$ cat src/sv/pab_pkg.sv
`timescale 1ns / 1ps

package pab_pkg;

   localparam int DEF_MAX_VERTICES = 1024;
   localparam int DEF_COORD_WIDTH  = 24;

   // fixed widths of the result fields
   localparam int AREA_W  = 58;
   localparam int TOTAL_W = 11;

   // vertex queue between front and back
   localparam int QUEUE_DEPTH = 2;

   typedef enum logic [1:0] {
      KIND_FIRST,
      KIND_NORMAL,
      KIND_DROP
   } kind_type;

   typedef struct packed {
      kind_type kind;
      logic     last;
   } tag_type;

   typedef enum logic [2:0] {
      ST_IDLE,
      ST_ADD,
      ST_CLOSE_MUL,
      ST_CLOSE_ADD,
      ST_WAIT_OUT,
      ST_DIV
   } back_state_type;

endpackage

$ cat src/sv/polygon_area_box_centroid_core.sv
// Polygon area, bounding box and centre over a stream of Q12.12 vertices, the
// final one flagged by req_last_vertex; one result per polygon carries twice
// the signed shoelace area, the box, the vertex mean (truncated toward zero),
// the vertex count and an overflow flag set once more than MAX_VERTICES
// vertices arrive (later ones are ignored but a flagged last still closes the
// polygon). A front stage classifies each vertex and holds it in a two-entry
// queue; the back end registers the cross products of a normal vertex and
// then adds them to the area, while first and ignored vertices are taken
// without an area step. On the last vertex the closing edge takes its own
// multiply and add steps, then the bit-serial centre dividers run before
// the result is registered, during which the front queue still accepts up
// to two vertices of the next polygon. A finished result waits in its own
// register, so the back end only stalls on it when the next polygon
// reaches its divide.
`timescale 1ns / 1ps

module polygon_area_box_centroid_core #(
   parameter int MAX_VERTICES = pab_pkg::DEF_MAX_VERTICES,
   parameter int COORD_WIDTH  = pab_pkg::DEF_COORD_WIDTH
) (
   input  logic                              clock,
   input  logic                              reset,
   input  logic                              req_push,
   output logic                              req_full,
   input  logic signed [COORD_WIDTH-1:0]     req_vertex_x,
   input  logic signed [COORD_WIDTH-1:0]     req_vertex_y,
   input  logic                              req_last_vertex,
   output logic                              rsp_empty,
   input  logic                              rsp_pop,
   output logic signed [pab_pkg::AREA_W-1:0] rsp_double_area,
   output logic signed [COORD_WIDTH-1:0]     rsp_box_min_x,
   output logic signed [COORD_WIDTH-1:0]     rsp_box_max_x,
   output logic signed [COORD_WIDTH-1:0]     rsp_box_min_y,
   output logic signed [COORD_WIDTH-1:0]     rsp_box_max_y,
   output logic signed [COORD_WIDTH-1:0]     rsp_centre_x,
   output logic signed [COORD_WIDTH-1:0]     rsp_centre_y,
   output logic [pab_pkg::TOTAL_W-1:0]       rsp_vertex_total,
   output logic                              rsp_overflowed
);
   import pab_pkg::*;

   logic                          item_valid;
   logic                          item_pop;
   logic signed [COORD_WIDTH-1:0] item_x;
   logic signed [COORD_WIDTH-1:0] item_y;
   tag_type                       item_tag;

   pab_front #(
      .MAX_VERTICES(MAX_VERTICES),
      .COORD_WIDTH (COORD_WIDTH)
   ) u_front (
      .clock       (clock),
      .reset       (reset),
      .push        (req_push),
      .full        (req_full),
      .vertex_x    (req_vertex_x),
      .vertex_y    (req_vertex_y),
      .last_vertex (req_last_vertex),
      .item_valid  (item_valid),
      .item_pop    (item_pop),
      .item_x      (item_x),
      .item_y      (item_y),
      .item_tag    (item_tag)
   );

   pab_back #(
      .MAX_VERTICES(MAX_VERTICES),
      .COORD_WIDTH (COORD_WIDTH)
   ) u_back (
      .clock            (clock),
      .reset            (reset),
      .item_valid       (item_valid),
      .item_pop         (item_pop),
      .item_x           (item_x),
      .item_y           (item_y),
      .item_tag         (item_tag),
      .rsp_empty        (rsp_empty),
      .rsp_pop          (rsp_pop),
      .rsp_double_area  (rsp_double_area),
      .rsp_box_min_x    (rsp_box_min_x),
      .rsp_box_max_x    (rsp_box_max_x),
      .rsp_box_min_y    (rsp_box_min_y),
      .rsp_box_max_y    (rsp_box_max_y),
      .rsp_centre_x     (rsp_centre_x),
      .rsp_centre_y     (rsp_centre_y),
      .rsp_vertex_total (rsp_vertex_total),
      .rsp_overflowed   (rsp_overflowed)
   );

endmodule

$ cat src/sv/pab_front.sv
`timescale 1ns / 1ps

module pab_front #(
   parameter int MAX_VERTICES = pab_pkg::DEF_MAX_VERTICES,
   parameter int COORD_WIDTH  = pab_pkg::DEF_COORD_WIDTH
) (
   input  logic                          clock,
   input  logic                          reset,
   input  logic                          push,
   output logic                          full,
   input  logic signed [COORD_WIDTH-1:0] vertex_x,
   input  logic signed [COORD_WIDTH-1:0] vertex_y,
   input  logic                          last_vertex,
   output logic                          item_valid,
   input  logic                          item_pop,
   output logic signed [COORD_WIDTH-1:0] item_x,
   output logic signed [COORD_WIDTH-1:0] item_y,
   output pab_pkg::tag_type              item_tag
);
   import pab_pkg::*;

   localparam int CNT_W  = $clog2(MAX_VERTICES + 1);
   localparam int QPTR_W = $clog2(QUEUE_DEPTH);
   localparam int FILL_W = $clog2(QUEUE_DEPTH + 1);

   logic [CNT_W-1:0]  cnt_ff, cnt_in;
   logic [FILL_W-1:0] fill_ff, fill_in;
   logic [QPTR_W-1:0] wr_ptr_ff, rd_ptr_ff;
   logic              accept;
   kind_type          kind_in;

   logic signed [COORD_WIDTH-1:0] x_q_ff [QUEUE_DEPTH];
   logic signed [COORD_WIDTH-1:0] y_q_ff [QUEUE_DEPTH];
   tag_type                       tag_q_ff [QUEUE_DEPTH];

   assign full       = (fill_ff == FILL_W'(QUEUE_DEPTH));
   assign accept     = push && !full;
   assign item_valid = (fill_ff != '0);

   // classify against the vertices taken so far in this polygon
   always_comb begin
      if (cnt_ff == '0) begin
         kind_in = KIND_FIRST;
      end else if (cnt_ff == CNT_W'(MAX_VERTICES)) begin
         kind_in = KIND_DROP;
      end else begin
         kind_in = KIND_NORMAL;
      end
   end

   always_comb begin
      cnt_in = cnt_ff;
      if (accept) begin
         if (last_vertex) begin
            cnt_in = '0;
         end else if (kind_in != KIND_DROP) begin
            cnt_in = cnt_ff + CNT_W'(1);
         end
      end
   end

   always_comb begin
      case ({accept, item_pop})
         2'b10:   fill_in = fill_ff + FILL_W'(1);
         2'b01:   fill_in = fill_ff - FILL_W'(1);
         default: fill_in = fill_ff;
      endcase
   end

   always_ff @(posedge clock) begin
      if (reset) begin
         cnt_ff    <= '0;
         fill_ff   <= '0;
         wr_ptr_ff <= '0;
         rd_ptr_ff <= '0;
      end else begin
         cnt_ff  <= cnt_in;
         fill_ff <= fill_in;
         if (accept) begin
            wr_ptr_ff <= wr_ptr_ff + QPTR_W'(1);
         end
         if (item_pop) begin
            rd_ptr_ff <= rd_ptr_ff + QPTR_W'(1);
         end
      end
   end

   always_ff @(posedge clock) begin
      if (accept) begin
         x_q_ff[wr_ptr_ff]   <= vertex_x;
         y_q_ff[wr_ptr_ff]   <= vertex_y;
         tag_q_ff[wr_ptr_ff] <= '{kind: kind_in, last: last_vertex};
      end
   end

   assign item_x   = x_q_ff[rd_ptr_ff];
   assign item_y   = y_q_ff[rd_ptr_ff];
   assign item_tag = tag_q_ff[rd_ptr_ff];

`ifndef SYNTHESIS
   assert property (@(posedge clock) disable iff (reset)
      fill_ff <= FILL_W'(QUEUE_DEPTH))
      else $error("vertex queue fill beyond depth");

   assert property (@(posedge clock) disable iff (reset)
      item_pop |-> item_valid)
      else $error("vertex queue popped while empty");

   assert property (@(posedge clock) disable iff (reset)
      (accept && last_vertex) |=> (cnt_ff == '0))
      else $error("vertex count not cleared after last vertex");
`endif

endmodule

$ cat src/sv/pab_div.sv
`timescale 1ns / 1ps

module pab_div #(
   parameter int DVD_W = 34,
   parameter int DVS_W = 11,
   parameter int QUO_W = 24
) (
   input  logic                    clock,
   input  logic                    reset,
   input  logic                    start,
   input  logic signed [DVD_W-1:0] dividend,
   input  logic [DVS_W-1:0]        divisor,
   output logic                    done,
   output logic signed [QUO_W-1:0] quotient
);

   localparam int STEP_W = $clog2(DVD_W + 1);

   logic [STEP_W-1:0] step_ff;
   logic              done_ff;
   logic              neg_ff;
   logic [DVD_W-1:0]  acc_ff, acc_in;
   logic [DVS_W-1:0]  rem_ff, rem_in;
   logic [DVS_W-1:0]  dvs_ff;
   logic [QUO_W-1:0]  quo_ff;
   logic [DVD_W-1:0]  mag;
   logic [DVS_W:0]    rem_sh, rem_sub;
   logic              ge;
   logic [DVD_W-1:0]  quo_in;

   // magnitude of the most negative value comes out right as unsigned
   assign mag = dividend[DVD_W-1] ? DVD_W'(-dividend) : DVD_W'(dividend);

   // one restoring step: a quotient bit a cycle, dividend shifted out at the top
   always_comb begin
      rem_sh  = {rem_ff, acc_ff[DVD_W-1]};
      rem_sub = rem_sh - {1'b0, dvs_ff};
      ge      = (rem_sh >= {1'b0, dvs_ff});
      rem_in  = ge ? rem_sub[DVS_W-1:0] : rem_sh[DVS_W-1:0];
      acc_in  = {acc_ff[DVD_W-2:0], ge};
      quo_in  = neg_ff ? (~acc_in + DVD_W'(1)) : acc_in;
   end

   always_ff @(posedge clock) begin
      if (reset) begin
         step_ff <= '0;
         done_ff <= 1'b0;
      end else begin
         done_ff <= 1'b0;
         if (start) begin
            step_ff <= STEP_W'(DVD_W);
         end else if (step_ff != '0) begin
            step_ff <= step_ff - STEP_W'(1);
            if (step_ff == STEP_W'(1)) begin
               done_ff <= 1'b1;
            end
         end
      end
   end

   always_ff @(posedge clock) begin
      if (start) begin
         acc_ff <= mag;
         rem_ff <= '0;
         dvs_ff <= divisor;
         neg_ff <= dividend[DVD_W-1];
      end else if (step_ff != '0) begin
         acc_ff <= acc_in;
         rem_ff <= rem_in;
         if (step_ff == STEP_W'(1)) begin
            quo_ff <= quo_in[QUO_W-1:0];
         end
      end
   end

   assign done     = done_ff;
   assign quotient = $signed(quo_ff);

endmodule

$ cat src/sv/pab_back.sv
`timescale 1ns / 1ps

module pab_back #(
   parameter int MAX_VERTICES = pab_pkg::DEF_MAX_VERTICES,
   parameter int COORD_WIDTH  = pab_pkg::DEF_COORD_WIDTH
) (
   input  logic                              clock,
   input  logic                              reset,
   input  logic                              item_valid,
   output logic                              item_pop,
   input  logic signed [COORD_WIDTH-1:0]     item_x,
   input  logic signed [COORD_WIDTH-1:0]     item_y,
   input  pab_pkg::tag_type                  item_tag,
   output logic                              rsp_empty,
   input  logic                              rsp_pop,
   output logic signed [pab_pkg::AREA_W-1:0] rsp_double_area,
   output logic signed [COORD_WIDTH-1:0]     rsp_box_min_x,
   output logic signed [COORD_WIDTH-1:0]     rsp_box_max_x,
   output logic signed [COORD_WIDTH-1:0]     rsp_box_min_y,
   output logic signed [COORD_WIDTH-1:0]     rsp_box_max_y,
   output logic signed [COORD_WIDTH-1:0]     rsp_centre_x,
   output logic signed [COORD_WIDTH-1:0]     rsp_centre_y,
   output logic [pab_pkg::TOTAL_W-1:0]       rsp_vertex_total,
   output logic                              rsp_overflowed
);
   import pab_pkg::*;

   localparam int CW     = COORD_WIDTH;
   localparam int CNT_W  = $clog2(MAX_VERTICES + 1);
   localparam int SUM_W  = CW + $clog2(MAX_VERTICES);
   localparam int PROD_W = 2 * CW;
   localparam int WIDE_W = (PROD_W > AREA_W) ? PROD_W : AREA_W;

   back_state_type state_ff, state_in;

   logic signed [CW-1:0]     first_x_ff, first_y_ff, prev_x_ff, prev_y_ff;
   logic signed [CW-1:0]     min_x_ff, max_x_ff, min_y_ff, max_y_ff;
   logic signed [SUM_W-1:0]  sum_x_ff, sum_y_ff;
   logic [CNT_W-1:0]         cnt_ff;
   logic                     ovf_ff;
   logic                     last_ff;
   logic [AREA_W-1:0]        area_ff, area_in;
   logic signed [PROD_W-1:0] p1_ff, p2_ff, prod1, prod2;
   logic signed [CW-1:0]     mul_b1, mul_a2;
   logic signed [WIDE_W-1:0] diff_wide;

   logic                     out_valid_ff;
   logic [AREA_W-1:0]        out_area_ff;
   logic signed [CW-1:0]     out_min_x_ff, out_max_x_ff, out_min_y_ff, out_max_y_ff;
   logic signed [CW-1:0]     out_cx_ff, out_cy_ff;
   logic [TOTAL_W-1:0]       out_total_ff;
   logic                     out_ovf_ff;

   logic                     mul_close, mul_load, area_add, div_start, finish;
   logic                     div_x_done, div_y_done;
   logic signed [CW-1:0]     div_x_quo, div_y_quo;

   always_comb begin
      state_in = state_ff;
      case (state_ff)
         ST_IDLE: begin
            if (item_valid) begin
               if (item_tag.kind == KIND_NORMAL) begin
                  state_in = ST_ADD;
               end else if (item_tag.last) begin
                  state_in = ST_CLOSE_MUL;
               end
            end
         end
         ST_ADD: begin
            state_in = last_ff ? ST_CLOSE_MUL : ST_IDLE;
         end
         ST_CLOSE_MUL: begin
            state_in = ST_CLOSE_ADD;
         end
         ST_CLOSE_ADD: begin
            state_in = ST_WAIT_OUT;
         end
         ST_WAIT_OUT: begin
            if (!out_valid_ff) begin
               state_in = ST_DIV;
            end
         end
         ST_DIV: begin
            if (div_x_done) begin
               state_in = ST_IDLE;
            end
         end
         default: begin
            state_in = ST_IDLE;
         end
      endcase
   end

   always_comb begin
      item_pop  = 1'b0;
      mul_close = 1'b0;
      mul_load  = 1'b0;
      area_add  = 1'b0;
      div_start = 1'b0;
      finish    = 1'b0;
      case (state_ff)
         ST_IDLE: begin
            item_pop = item_valid;
            mul_load = item_valid && (item_tag.kind == KIND_NORMAL);
         end
         ST_ADD, ST_CLOSE_ADD: begin
            area_add = 1'b1;
         end
         ST_CLOSE_MUL: begin
            mul_close = 1'b1;
            mul_load  = 1'b1;
         end
         ST_WAIT_OUT: begin
            div_start = !out_valid_ff;
         end
         ST_DIV: begin
            finish = div_x_done;
         end
         default: begin
         end
      endcase
   end

   // edge term prev x b.y - b.x x prev.y, b being the new vertex or, to close, the first
   assign mul_b1 = mul_close ? first_y_ff : item_y;
   assign mul_a2 = mul_close ? first_x_ff : item_x;
   assign prod1  = PROD_W'(prev_x_ff) * PROD_W'(mul_b1);
   assign prod2  = PROD_W'(mul_a2) * PROD_W'(prev_y_ff);

   assign diff_wide = WIDE_W'(p1_ff) - WIDE_W'(p2_ff);
   assign area_in   = area_ff + diff_wide[AREA_W-1:0];

   always_ff @(posedge clock) begin
      if (reset) begin
         state_ff     <= ST_IDLE;
         area_ff      <= '0;
         sum_x_ff     <= '0;
         sum_y_ff     <= '0;
         cnt_ff       <= '0;
         ovf_ff       <= 1'b0;
         last_ff      <= 1'b0;
         out_valid_ff <= 1'b0;
      end else begin
         state_ff <= state_in;
         if (finish) begin
            area_ff  <= '0;
            sum_x_ff <= '0;
            sum_y_ff <= '0;
            cnt_ff   <= '0;
            ovf_ff   <= 1'b0;
         end else begin
            if (area_add) begin
               area_ff <= area_in;
            end
            if (item_pop) begin
               case (item_tag.kind)
                  KIND_FIRST: begin
                     sum_x_ff <= SUM_W'(item_x);
                     sum_y_ff <= SUM_W'(item_y);
                     cnt_ff   <= CNT_W'(1);
                  end
                  KIND_NORMAL: begin
                     sum_x_ff <= sum_x_ff + SUM_W'(item_x);
                     sum_y_ff <= sum_y_ff + SUM_W'(item_y);
                     cnt_ff   <= cnt_ff + CNT_W'(1);
                  end
                  KIND_DROP: begin
                     ovf_ff <= 1'b1;
                  end
                  default: begin
                  end
               endcase
            end
         end
         if (item_pop) begin
            last_ff <= item_tag.last;
         end
         if (finish) begin
            out_valid_ff <= 1'b1;
         end else if (rsp_pop) begin
            out_valid_ff <= 1'b0;
         end
      end
   end

   always_ff @(posedge clock) begin
      if (item_pop && (item_tag.kind != KIND_DROP)) begin
         prev_x_ff <= item_x;
         prev_y_ff <= item_y;
         if (item_tag.kind == KIND_FIRST) begin
            first_x_ff <= item_x;
            first_y_ff <= item_y;
            min_x_ff   <= item_x;
            max_x_ff   <= item_x;
            min_y_ff   <= item_y;
            max_y_ff   <= item_y;
         end else begin
            if (item_x < min_x_ff) min_x_ff <= item_x;
            if (item_x > max_x_ff) max_x_ff <= item_x;
            if (item_y < min_y_ff) min_y_ff <= item_y;
            if (item_y > max_y_ff) max_y_ff <= item_y;
         end
      end
      if (mul_load) begin
         p1_ff <= prod1;
         p2_ff <= prod2;
      end
      if (finish) begin
         out_area_ff  <= area_ff;
         out_min_x_ff <= min_x_ff;
         out_max_x_ff <= max_x_ff;
         out_min_y_ff <= min_y_ff;
         out_max_y_ff <= max_y_ff;
         out_cx_ff    <= div_x_quo;
         out_cy_ff    <= div_y_quo;
         out_total_ff <= TOTAL_W'(cnt_ff);
         out_ovf_ff   <= ovf_ff;
      end
   end

   pab_div #(
      .DVD_W(SUM_W),
      .DVS_W(CNT_W),
      .QUO_W(CW)
   ) u_div_x (
      .clock    (clock),
      .reset    (reset),
      .start    (div_start),
      .dividend (sum_x_ff),
      .divisor  (cnt_ff),
      .done     (div_x_done),
      .quotient (div_x_quo)
   );

   pab_div #(
      .DVD_W(SUM_W),
      .DVS_W(CNT_W),
      .QUO_W(CW)
   ) u_div_y (
      .clock    (clock),
      .reset    (reset),
      .start    (div_start),
      .dividend (sum_y_ff),
      .divisor  (cnt_ff),
      .done     (div_y_done),
      .quotient (div_y_quo)
   );

   assign rsp_empty        = !out_valid_ff;
   assign rsp_double_area  = $signed(out_area_ff);
   assign rsp_box_min_x    = out_min_x_ff;
   assign rsp_box_max_x    = out_max_x_ff;
   assign rsp_box_min_y    = out_min_y_ff;
   assign rsp_box_max_y    = out_max_y_ff;
   assign rsp_centre_x     = out_cx_ff;
   assign rsp_centre_y     = out_cy_ff;
   assign rsp_vertex_total = out_total_ff;
   assign rsp_overflowed   = out_ovf_ff;

`ifndef SYNTHESIS
   assert property (@(posedge clock) disable iff (reset)
      div_x_done == div_y_done)
      else $error("centre dividers out of step");

   assert property (@(posedge clock) disable iff (reset)
      finish |-> !out_valid_ff)
      else $error("result register overwritten before transfer");

   assert property (@(posedge clock) disable iff (reset)
      (state_ff == ST_ADD) |-> $past(item_pop))
      else $error("area add without a vertex taken");

   assert property (@(posedge clock) disable iff (reset)
      cnt_ff <= CNT_W'(MAX_VERTICES))
      else $error("vertex count beyond limit");
`endif

endmodule
$ cat config.mk
export PLATFORM = sky130hd
export DESIGN_NAME = polygon_area_box_centroid_core
export DESIGN_NICKNAME = d
export VERILOG_FILES = /design/src/sv/pab_pkg.sv /design/src/sv/polygon_area_box_centroid_core.sv /design/src/sv/pab_front.sv /design/src/sv/pab_div.sv /design/src/sv/pab_back.sv
export SDC_FILE = /design/constraint.sdc
export NUM_CORES = 2
export LEC_CHECK = 0
export BUFFER_PORTS_ARGS = -buffer_cell sky130_fd_sc_hd__buf_2
export CORE_ASPECT_RATIO = 1.25
export CORE_UTILIZATION = 48
export DETAILED_ROUTE_END_ITERATION = 16
export GPL_ROUTABILITY_DRIVEN = 0
export SLEW_MARGIN = 20
export SYNTH_ARGS = -nofsm -noshare
export SYNTH_HDL_FRONTEND = slang
export SYNTH_HIERARCHICAL = 1
export SYNTH_SLANG_ARGS = --single-unit
$ cat constraint.sdc
create_clock -name clock -period 16.24 [get_ports clock]
set_clock_uncertainty 0.15 [all_clocks]
set_input_delay 0.812 -clock clock [delete_from_list [all_inputs] [get_ports clock]]
set_output_delay 0.812 -clock clock [all_outputs]
set_load 0.05 [all_outputs]
==> results.cfg <==
[timing]
finalSetupViolCount = 0
maxSlewHeadroom_pct = 16.69
final.setup.tns_ns = 0
holdWs_ns = 0.07491
worstMarginPinSlew_ns = 1.250
fin_crit_sh_pct = 61.66
rsz0062_at_grt = no
final-hold-violation-count = 0
clock.fmax_mhz = 99.86
report.final.slew_viol_count = 0
period_minus_slack_ns = 10.01

[clock_network]
cts-resized-gates = 0
clkLatencyLatePin_ns = 0.76
root_buffer = clkbuf_16
path_clk_slew_ns = 0.06
tritoncts = yes
cts.sinks = 938
h-tree-depth = 3
clockBufferDepth = 3
cts_buffers = 98
cts_setup_buffers = 0
cts_hold_buf = 0

[global_route]
grt_use_total_pct = 27.70
overflow = 0
grt_max_degree = 97
grt_pass1_wl_um = 397800
grt_pass1_vias = 67450
antenna_found_initial = 13

[synthesis]
ys_warn_count = 6
avgSynthCellArea_um2 = 10.29
syn_area_um2 = 89450
syn-instance-count = 8695
synthesis.nets = 10540

[worst_setup_path]
r2r_end = u_back/p1_ff[43]
worstPathRequired_ns = 16.62
startpoint_type = flip-flop
cp-startpoint = u_back/state_ff[2]
crit_arrival_ns = 10.39
cp-endpoint = u_back/p1_ff[43]
worst-path-max-fanout = 30
reg2reg_from = u_back/state_ff[2]
ff2ff_setup_slack_ns = 6.23
endpoint_kind = flip-flop
worstSetupPathType = flip-flop to flip-flop
reg2regPathDepth = 25

[route]
wl_per_cell_um = 22.74
drc = 0
drt-total-wl_um = 257400
firstDrtPassIters = 7
viasPerCell = 5.618
drtIter0Drc = 4356
via_count = 63600
ant_nets = 0

[worst_hold_path]
hp-class = input port to flip-flop

[floorplanning]
die_h_um = 484.6
die_area_um2 = 188100
start_util_pct = 48.47
rows = 176
chipWidth_um = 388.1
io_pins = 269
design.core.area_um2 = 184500

[finish]
area_delta_synth_final_pct = 8.506
fin_util_pct = 52.59
final_nets = 10660
layout-drive-gt1-share_pct = 8.590
final_cell_mix = 1446 x inv_1, 1220 x fa_1, 887 x nand2_1, 744 x edfxtp_1, 567 x ha_1
post-route-cell-area_um2 = 97060
layout.cells.most_common = inv_1

[placed_design]
post-dp-hpwl_um = 195400
placed_area_um2 = 93490
io_buffer_count = 268

[status]
status = complete, no violations

[flow_run]
maxCapViolations = 0
-- stage by stage --
stage          std cells  setup slack, ns
5_1_grt            11310            5.785
6_report           11320            6.226
2_1_floorplan       8695            7.787
4_1_cts            11310            6.213
3_3_place_gp       11120            6.294
3_5_place_dp       11120            6.301
-- worst max-delay path: stages (launching register included) --
cell,delay [ns]
dfxtp_1,0.45
nor2_1,0.20
and2_2,0.69
buf_4,0.55
nor2_1,0.11
a21oi_2,0.12
buf_4,0.39
nand2b_1,0.24
inv_1,0.11
fa_1,0.65
fa_1,0.76
inv_1,0.24
fa_1,0.80
inv_1,0.31
fa_1,0.53
fa_1,0.57
fa_1,0.45
fa_1,0.46
ha_1,0.43
nand3_1,0.20
or4_1,0.53
nand3_1,0.16
a21boi_0,0.14
nor2b_1,0.14
nor2_1,0.06
xnor2_1,0.25
-- registers in the layout, summed over array words and instances, names as in the netlist, 34 cells and up, named ones only --
register and count:
u_back/area_ff 58, u_back/p1_ff 48, u_back/p2_ff 48, u_front/y_q_ff 48, u_back/rsp_double_area 58, u_front/x_q_ff 48, u_back/sum_y_ff 34, u_back/u_div_x/acc_ff 34
u_back/u_div_y/acc_ff 34, u_back/sum_x_ff 34
-- area by class of cell --
cell class | instances | area, µm²
fillers | 16490 | 87480
multi-input cells | 5960 | 56610
flip-flops and latches | 938 | 26230
inverters | 1452 | 5461
well taps | 2403 | 3007
clock buffers | 122 | 2624
repair buffers | 373 | 2223
clock inverters | 61 | 875.8
diodes | 11 | 27.53
-- how the worst min path moves through the flow --
stage	cells after the start	from	endpoint	slack, ns
2_1_floorplan	0	u_back/u_div_x/quotient[0]	u_back/rsp_centre_x[0]	0.25
3_3_place_gp	0	u_back/u_div_y/quotient[16]	u_back/rsp_centre_y[16]	0.25
3_5_place_dp	0	u_back/u_div_x/quotient[0]	u_back/rsp_centre_x[0]	0.26
4_1_cts	1	req_vertex_x[6]	u_front/x_q_ff[0][6]	0.02
5_1_grt	1	req_vertex_x[2]	u_front/x_q_ff[1][2]	0.05
6_report	1	req_vertex_x[6]	u_front/x_q_ff[0][6]	0.07
-- per-layer routing --
metal / vias up / GRT usage, % / wire length [µm]
met5: - / 0 / 38
met4: 6 / 11.70 / 11900
met3: 520 / 5.097 / 18530
met2: 2150 / 45.12 / 119900
met1: 32260 / 36.23 / 107100
li1: 28660 / - / -
Power is left out: the tool's default activity adds up to more than one toggle a clock period on the data nets, which glitch-free logic cannot reach.
